### config.mk
export PLATFORM = sky130hd
export DESIGN_NAME = drop_tail_packet_buffer_sim
export DESIGN_NICKNAME = d
export VERILOG_FILES = /design/src/rtl/core/dtpb_pkg.sv /design/src/rtl/core/drop_tail_packet_buffer_sim.sv /design/src/rtl/core/dtpb_cell.sv /design/src/rtl/core/dtpb_chain.sv
export SDC_FILE = /design/constraint.sdc
export NUM_CORES = 1
export LEC_CHECK = 0
export ABC_CLOCK_PERIOD_IN_PS = 12400
export BUFFER_PORTS_ARGS = -buffer_cell sky130_fd_sc_hd__buf_4
export CELL_PAD_IN_SITES_DETAIL_PLACEMENT = 0
export CELL_PAD_IN_SITES_GLOBAL_PLACEMENT = 1
export CORE_UTILIZATION = 40
export DETAILED_ROUTE_END_ITERATION = 12
export PLACE_DENSITY_LB_ADDON = 0.15
export RECOVER_POWER = 25
export SETUP_SLACK_MARGIN = 0.4
export SYNTH_ARGS = -nofsm -noshare
export SYNTH_HDL_FRONTEND = slang
export SYNTH_HIERARCHICAL = 1
export SYNTH_SLANG_ARGS = --single-unit
### constraint.sdc
create_clock -name clock -period 12.4 [get_ports clock]
set_input_delay 1.86 -clock clock [delete_from_list [all_inputs] [get_ports clock]]
set_output_delay 1.86 -clock clock [all_outputs]
set_load 0.005 [all_outputs]
### src/rtl/core/dtpb_pkg.sv
// ----------------------------------------------------------------------------
// dtpb_pkg
// Shared types and constants of the drop-tail packet buffer: item structs,
// queue cell contents, chain control and controller states.
// ----------------------------------------------------------------------------
package dtpb_pkg;

   localparam logic       CMD_ARRIVAL = 1'b0;
   localparam logic       CMD_FLUSH   = 1'b1;
   localparam logic [4:0] LIMIT_RESET = 5'd16;
   localparam logic [31:0] CLOCK_MAX  = 32'hFFFF_FFFF;

   typedef struct packed {
      logic        command;
      logic [15:0] packet_tag;
      logic [31:0] arrival_time;
      logic [15:0] service_time;
   } req_item_type;

   typedef struct packed {
      logic [15:0] result_tag;
      logic [31:0] start_time;
      logic        dropped;
      logic        last_of_run;
   } rsp_item_type;

   typedef struct packed {
      logic [15:0] tag;
      logic [15:0] duration;
   } cell_data_type;

   typedef struct packed {
      logic shift;
      logic load;
   } chain_ctrl_type;

   typedef enum logic [1:0] {
      ST_IDLE,
      ST_RUN,
      ST_DRAIN
   } state_type;

endpackage

### src/rtl/core/drop_tail_packet_buffer_sim.sv
// ----------------------------------------------------------------------------
// drop_tail_packet_buffer_sim
// Drop-tail packet buffer in front of a single server. Retires finished
// packets oldest first, then takes in or drops the arriving packet; a flush retires all.
//
//   channel  direction  payload        handshake
//   req      in         req_item_type  req_valid / req_stall
//   rsp      out        rsp_item_type  rsp_valid / rsp_stall
//   csr      in         buffer limit   csr_wr_en, no wait
//
// The controller takes an item, retires finished packets one per cycle while
// rsp is not stalled, then takes in or drops the packet, and drains the last
// result when the item gives any result.
// Reset is synchronous; the queue starts empty and the limit at 16.
// A stalled rsp holds the controller; req is taken only between items.
// ----------------------------------------------------------------------------
module drop_tail_packet_buffer_sim import dtpb_pkg::*; #(
   parameter int QUEUE_DEPTH = 16
) (
   input  logic         clock,
   input  logic         reset,
   input  logic         req_valid,
   output logic         req_stall,
   input  req_item_type req_item,
   output logic         rsp_valid,
   input  logic         rsp_stall,
   output rsp_item_type rsp_item,
   input  logic         csr_wr_en,
   input  logic [4:0]   csr_wr_data
);

   localparam int OCC_W = $clog2(QUEUE_DEPTH + 1);
   localparam int LIM_W = (OCC_W > 5) ? OCC_W : 5;

   state_type        state_ff,      state_in;
   logic             cmd_ff,        cmd_in;
   logic [15:0]      tag_ff,        tag_in;
   logic [31:0]      arrival_ff,    arrival_in;
   logic [15:0]      dur_ff,        dur_in;
   logic [31:0]      clock_ff,      clock_in;
   logic [OCC_W-1:0] occ_ff,        occ_in;
   logic [4:0]       limit_ff,      limit_in;
   logic             pend_valid_ff, pend_valid_in;
   rsp_item_type     pend_ff,       pend_in;
   logic             rsp_valid_ff,  rsp_valid_in;
   rsp_item_type     rsp_ff,        rsp_in;

   chain_ctrl_type chain_ctrl;
   cell_data_type  head_data;
   cell_data_type  load_data;
   logic [32:0]    finish_sum;
   logic [31:0]    finish_sat;
   logic [LIM_W-1:0] limit_eff;
   logic           retire_ok;
   logic           room_ok;
   logic           out_free;

   dtpb_chain #(
      .QUEUE_DEPTH (QUEUE_DEPTH),
      .OCC_W       (OCC_W)
   ) u_chain (
      .clock      (clock),
      .ctrl       (chain_ctrl),
      .load_index (occ_ff),
      .load_data  (load_data),
      .head_data  (head_data)
   );

   assign load_data.tag      = tag_ff;
   assign load_data.duration = dur_ff;

   assign finish_sum = {1'b0, clock_ff} + {17'b0, head_data.duration};
   assign finish_sat = finish_sum[32] ? CLOCK_MAX : finish_sum[31:0];
   assign limit_eff  = (LIM_W'(limit_ff) > LIM_W'(QUEUE_DEPTH)) ?
                       LIM_W'(QUEUE_DEPTH) : LIM_W'(limit_ff);
   assign retire_ok  = (occ_ff != '0) &&
                       ((cmd_ff == CMD_FLUSH) || (finish_sum <= {1'b0, arrival_ff}));
   assign room_ok    = (occ_ff == '0) || (LIM_W'(occ_ff) < limit_eff);
   assign out_free   = !rsp_valid_ff || !rsp_stall;

   always_comb begin
      state_in      = state_ff;
      cmd_in        = cmd_ff;
      tag_in        = tag_ff;
      arrival_in    = arrival_ff;
      dur_in        = dur_ff;
      clock_in      = clock_ff;
      occ_in        = occ_ff;
      pend_valid_in = pend_valid_ff;
      pend_in       = pend_ff;
      rsp_valid_in  = rsp_valid_ff;
      rsp_in        = rsp_ff;
      chain_ctrl    = '0;
      limit_in      = csr_wr_en ? csr_wr_data : limit_ff;
      req_stall     = (state_ff != ST_IDLE);

      if (rsp_valid_ff && !rsp_stall) begin
         rsp_valid_in = 1'b0;
      end

      unique case (state_ff)
         ST_IDLE: begin
            if (req_valid) begin
               cmd_in     = req_item.command;
               tag_in     = req_item.packet_tag;
               arrival_in = req_item.arrival_time;
               dur_in     = req_item.service_time;
               state_in   = ST_RUN;
            end
         end
         ST_RUN: begin
            if (out_free) begin
               if (retire_ok) begin
                  chain_ctrl.shift = 1'b1;
                  occ_in           = occ_ff - OCC_W'(1);
                  clock_in         = finish_sat;
                  if (pend_valid_ff) begin
                     rsp_in       = pend_ff;
                     rsp_valid_in = 1'b1;
                  end
                  pend_in.result_tag  = head_data.tag;
                  pend_in.start_time  = clock_ff;
                  pend_in.dropped     = 1'b0;
                  pend_in.last_of_run = 1'b0;
                  pend_valid_in       = 1'b1;
               end else if (cmd_ff == CMD_FLUSH) begin
                  state_in = pend_valid_ff ? ST_DRAIN : ST_IDLE;
               end else if (room_ok) begin
                  chain_ctrl.load = 1'b1;
                  occ_in          = occ_ff + OCC_W'(1);
                  if (occ_ff == '0) begin
                     clock_in = arrival_ff;
                  end
                  state_in = pend_valid_ff ? ST_DRAIN : ST_IDLE;
               end else begin
                  if (pend_valid_ff) begin
                     rsp_in       = pend_ff;
                     rsp_valid_in = 1'b1;
                  end
                  pend_in.result_tag  = tag_ff;
                  pend_in.start_time  = '0;
                  pend_in.dropped     = 1'b1;
                  pend_in.last_of_run = 1'b0;
                  pend_valid_in       = 1'b1;
                  state_in            = ST_DRAIN;
               end
            end
         end
         ST_DRAIN: begin
            if (out_free) begin
               rsp_in             = pend_ff;
               rsp_in.last_of_run = 1'b1;
               rsp_valid_in       = 1'b1;
               pend_valid_in      = 1'b0;
               state_in           = ST_IDLE;
            end
         end
         default: begin
            state_in = ST_IDLE;
         end
      endcase
   end

   always_ff @(posedge clock) begin
      if (reset) begin
         state_ff      <= ST_IDLE;
         clock_ff      <= '0;
         occ_ff        <= '0;
         limit_ff      <= LIMIT_RESET;
         pend_valid_ff <= 1'b0;
         rsp_valid_ff  <= 1'b0;
      end else begin
         state_ff      <= state_in;
         clock_ff      <= clock_in;
         occ_ff        <= occ_in;
         limit_ff      <= limit_in;
         pend_valid_ff <= pend_valid_in;
         rsp_valid_ff  <= rsp_valid_in;
      end
   end

   always_ff @(posedge clock) begin
      cmd_ff     <= cmd_in;
      tag_ff     <= tag_in;
      arrival_ff <= arrival_in;
      dur_ff     <= dur_in;
      pend_ff    <= pend_in;
      rsp_ff     <= rsp_in;
   end

   assign rsp_valid = rsp_valid_ff;
   assign rsp_item  = rsp_ff;

`ifndef SYNTHESIS
   a_occ_bound: assert property (@(posedge clock) disable iff (reset)
      LIM_W'(occ_ff) <= LIM_W'(QUEUE_DEPTH))
      else $error("occupancy above queue depth");

   a_accept_runs: assert property (@(posedge clock) disable iff (reset)
      (req_valid && !req_stall) |=> (state_ff == ST_RUN))
      else $error("accepted item did not start a run");

   a_drain_pending: assert property (@(posedge clock) disable iff (reset)
      (state_ff == ST_DRAIN) |-> pend_valid_ff)
      else $error("drain without a pending result");

   a_retire_count: assert property (@(posedge clock) disable iff (reset)
      chain_ctrl.shift |=> (occ_ff + OCC_W'(1) == $past(occ_ff)))
      else $error("retire did not lower occupancy");

   a_no_shift_load: assert property (@(posedge clock) disable iff (reset)
      !(chain_ctrl.shift && chain_ctrl.load))
      else $error("shift and load in one cycle");
`endif

endmodule

### src/rtl/core/dtpb_cell.sv
// ----------------------------------------------------------------------------
// dtpb_cell
// One queue slot: takes its neighbor's entry on a shift, or a new packet on
// a load.
// ----------------------------------------------------------------------------
module dtpb_cell import dtpb_pkg::*; (
   input  logic           clock,
   input  chain_ctrl_type ctrl,
   input  cell_data_type  load_data,
   input  cell_data_type  next_data,
   output cell_data_type  data_out
);

   cell_data_type data_ff;
   cell_data_type data_in;

   always_comb begin
      data_in = data_ff;
      if (ctrl.shift) begin
         data_in = next_data;
      end else if (ctrl.load) begin
         data_in = load_data;
      end
   end

   always_ff @(posedge clock) begin
      data_ff <= data_in;
   end

   assign data_out = data_ff;

endmodule

### src/rtl/core/dtpb_chain.sv
// ----------------------------------------------------------------------------
// dtpb_chain
// Row of queue cells with the oldest packet in cell zero. A retire shifts
// every cell toward the head; a new packet loads into the first free cell.
// ----------------------------------------------------------------------------
module dtpb_chain import dtpb_pkg::*; #(
   parameter int QUEUE_DEPTH = 16,
   parameter int OCC_W       = 5
) (
   input  logic             clock,
   input  chain_ctrl_type   ctrl,
   input  logic [OCC_W-1:0] load_index,
   input  cell_data_type    load_data,
   output cell_data_type    head_data
);

   cell_data_type cell_data [QUEUE_DEPTH];

   for (genvar i = 0; i < QUEUE_DEPTH; i++) begin : g_cell
      chain_ctrl_type cell_ctrl;
      cell_data_type  next_data;

      assign cell_ctrl.shift = ctrl.shift;
      assign cell_ctrl.load  = ctrl.load && (load_index == OCC_W'(i));

      if (i == QUEUE_DEPTH - 1) begin : g_tail
         assign next_data = cell_data[i];
      end else begin : g_mid
         assign next_data = cell_data[i+1];
      end

      dtpb_cell u_cell (
         .clock     (clock),
         .ctrl      (cell_ctrl),
         .load_data (load_data),
         .next_data (next_data),
         .data_out  (cell_data[i])
      );
   end

   assign head_data = cell_data[0];

endmodule

==> run_results.csv <==
group,metric,value,unit
outcome,status,"complete, but fails checks",
outcome,failed_checks,"max-capacitance violations, max-slew violations",
sta,slew_violations,138,
cts,holdBufCountCts,0,
pwr,finalPower,6.99,mW
global_routing,grt.met2_usage,0.251,
cells_and_area,drive_gt1_frac,0.362,
cts,cts_buffer_depth,3,
worst_hold_path,min-delay-path-class,"flop to flop",
synthesis,syn_nets,2052,
routing,viasPerCell,4.99,
placement,dp_hpwl,40000,um
cts,clkTransAtPathRegs,60,ps
sta,relSlewSlack,-1.51,
sta,finalHoldViolCount,0,
routing,finalWirelength,65300,um
critical_path,crit_fanout,81,
pwr,p_per_area,185,mW/mm^2
sta,tightest_slew,3770,ps
placement,io_buffers,126,
cells_and_area,fin_nets,2192,
die,die_w,293,um
routing,drc,0,
global_routing,met3_usage,0.0256,
synthesis,ys_dominant_reg_cell,"edfxtp_1",
global_routing,track_usage,0.152,
pwr,power_switching,1.83,mW
cts,insertion_delay,610,ps
cts,clockRootBuffer,"clkbuf_16",
die,die_h,293,um
sta,fin_worst_skew,16.7,ps
global_routing,grt-busiest-layer,"met2",
flow_run,drv_cap,2,
cts,cts-htree-levels,3,
routing,drt-initial-drc-count,1084,
die,coreArea,0.0838,mm^2
global_routing,grt_pass1_wl,102000,um
sta,fin_crit,9370,ps
global_routing,grt_pass1_vias,16846,
critical_path,criticalPathCategory,"flop to flop",
critical_path,worstPathRequired,12600,ps
cts,cts_tree,"yes",
global_routing,grt_max_degree,129,
routing,postRouteAntennaNets,0,
synthesis,synth_area,0.0339,mm^2
sta,min_period_over_period,0.756,
synthesis,syn_inst,1917,
sta,rsz0062_at_grt,"false",
sta,finalSetupViolCount,0,
cells_and_area,antenna_cells,0,
synthesis,synth.avg_cell_area,17.7,um^2
global_routing,antenna_found_initial,2,
cts,cts_made_buffers,80,
routing,detail_route.wl_per_cell,20.1,um
synthesis,synth-seq-cells,722,
pwr,ir_drop,94.3,uV
die,start_util,0.405,
routing,num_vias,16240,
pwr,p_clk_frac,0.338,
cts,clock_sinks,722,
cts,post_cts_resize_count,0,
pwr,pwr-share-comb,0.203,
global_routing,grt_use_met1,0.203,
cts,cts_setup_buffers,0,
global_routing,globalRouteOverflowTotal,0,
synthesis,synth_cell_types,78,
pwr,pwr-share-seq,0.459,
sta,max_freq,107,MHz
synthesis,yosysWarningCount,6,
synthesis,async_reset_ff_frac,0,
die,die_area,0.0860,mm^2
sta,tns,0,ps
pwr,power_leakage,13.7,nW
synthesis,synth_edf_count,676,
cells_and_area,syn2layout_area_growth,11.1,%
synthesis,ys_seq_area_frac,0.625,
routing,drt-pass1-iter-count,5,
critical_path,end_kind,"flop",
pwr,p_int,5.16,mW
pwr,switching_share,0.262,
die,rows,106,
placement,place_congestion,0.842,
critical_path,crit_arrival,9570,ps
die,pin_count,127,
critical_path,critPathLaunchType,"flop",
power by group through the flow:
stage	Combinational (mW)	Clock, mW	Sequential (mW)
after global placement	1.43	0	3.25
after CTS	1.45	2.46	3.21
after floorplan	1.23	0	3.20
after detailed placement	1.45	0	3.26
after global routing	1.55	2.54	3.24
final	1.42	2.36	3.20
cell usage in the layout, fill, tap and decap left out, types with 46 or more instances in the layout:
master and instances:
edfxtp_1 676, mux2_4 455, clkbuf_4 95, nand2_1 84, clkbuf_16 83, ha_1 58
inv_1 50, clkbuf_1 50, mux2_2 49, nor2_1 48, dfxtp_1 46
cell usage after synthesis, types with 5 or more instances:
master       n  area [um^2]
and3_1      11         68.8
buf_4        5         37.5
nand4_1     11         68.8
edfxtp_1   676        20300
buf_2       14         70.1
a21oi_1     38          190
buf_6       17          191
o21ai_0     13         65.1
nor3_1       8         40.0
mux2_2      49          552
buf_12      48          961
xnor2_1     21          184
and2_1      37          231
dfxtp_1     46          921
or2_1       16          100
a21o_1      13         97.6
mux2_4     464         6970
ha_1        58          726
inv_1       51          191
a211o_1      7         61.3
xor2_1       9         78.8
nand2_1     84          315
a211oi_1     6         45.0
mux2i_1      8         80.1
nand3_1     16         80.1
nor4_1       5         31.3
o21a_1       7         52.6
o22ai_1     26          163
o2bb2ai_1   22          193
nor2_1      48          180
clkbuf_1     7         26.3
per-stage QoR:
stage	utilization	instance area, um^2	cells	setup slack [ps]	hold slack, ps
finish	0.450	37700	3254	3030	414
global route	0.450	37700	3254	2250	418
CTS	0.452	37900	3254	4750	416
detailed placement	0.420	35200	3109	4810	405
global placement	0.420	35200	3109	4910	401
floorplan	-	33900	1917	5330	400
final cells by class:
type	instances	area, um^2
flip-flops and latches	722	21200
inverters	51	191
clock buffers	111	2220
fillers	7395	46100
well taps	1134	1420
repair buffers	152	1060
multi-input cells	1050	11200
clock inverters	34	394
cells by family (layout without fill, tap and decap cells):
family | count (synthesis) | in the layout | synth area share
flip-flops | 722 | 722 | 0.625
multiplexers | 521 | 521 | 0.224
AND/OR/NAND/NOR | 265 | 265 | 0.0403
AO/OA/AOI/OAI | 174 | 174 | 0.0365
buffers and inverters | 145 | 348 | 0.0439
adder cells (fa/ha/maj) | 60 | 60 | 0.0226
XOR/XNOR | 30 | 30 | 0.00774
sequential cells by signal, indices dropped and copies added (netlist names):
signal,count
pend_ff,49
tag_ff,16
dur_ff,16
arrival_ff,32
pend_valid_ff,1
occ_ff,5
rsp_item,50
u_chain/g_cell.u_cell/data_out,512
clock_ff,32
rsp_valid,1
limit_ff,5
state_ff,2
cmd_ff,1
critical path, cell delays in order, from the launching register on:
cell       delay [ps]
edfxtp_1          360
ha_1              330
or3_1             410
and3b_1           180
a2111o_1          490
a21oi_1           620
nor3_1            200
nand2_1           180
xnor2_1           130
ha_1              270
a21oi_1           150
a21boi_0          110
a2111o_1          380
a311oi_1          420
a21o_1            230
and3_2            200
clkbuf_1         2640
nor4_1            440
nand4bb_1         440
nor2_1             90
or2_2             660
worst paths after layout:
kind / start / to / slack [ps] / depth (start not counted)
max: u_chain/g_cell[0].u_cell/data_out[5]$_DFFE_PP_ / u_chain/g_cell[6].u_cell/data_out[12]$_DFFE_PP_ / 3030 / 20
min: pend_ff[5]$_SDFFCE_PP0P_ / rsp_item[5]$_DFFE_PP_ / 410 / 0
max reg2reg: u_chain/g_cell[0].u_cell/data_out[5]$_DFFE_PP_ / u_chain/g_cell[6].u_cell/data_out[12]$_DFFE_PP_ / 3030 / 20
min reg2reg: pend_ff[5]$_SDFFCE_PP0P_ / rsp_item[5]$_DFFE_PP_ / 410 / 0
per-layer routing:
layer | part of all wire | up-vias
met2 | 0.48 | 274
li1 | - | 7657
met1 | 0.46 | 8208
met5 | 0.00035 | -
met4 | 0.022 | 4
met3 | 0.036 | 97
Note: power is estimated with default switching activity, not from simulation.
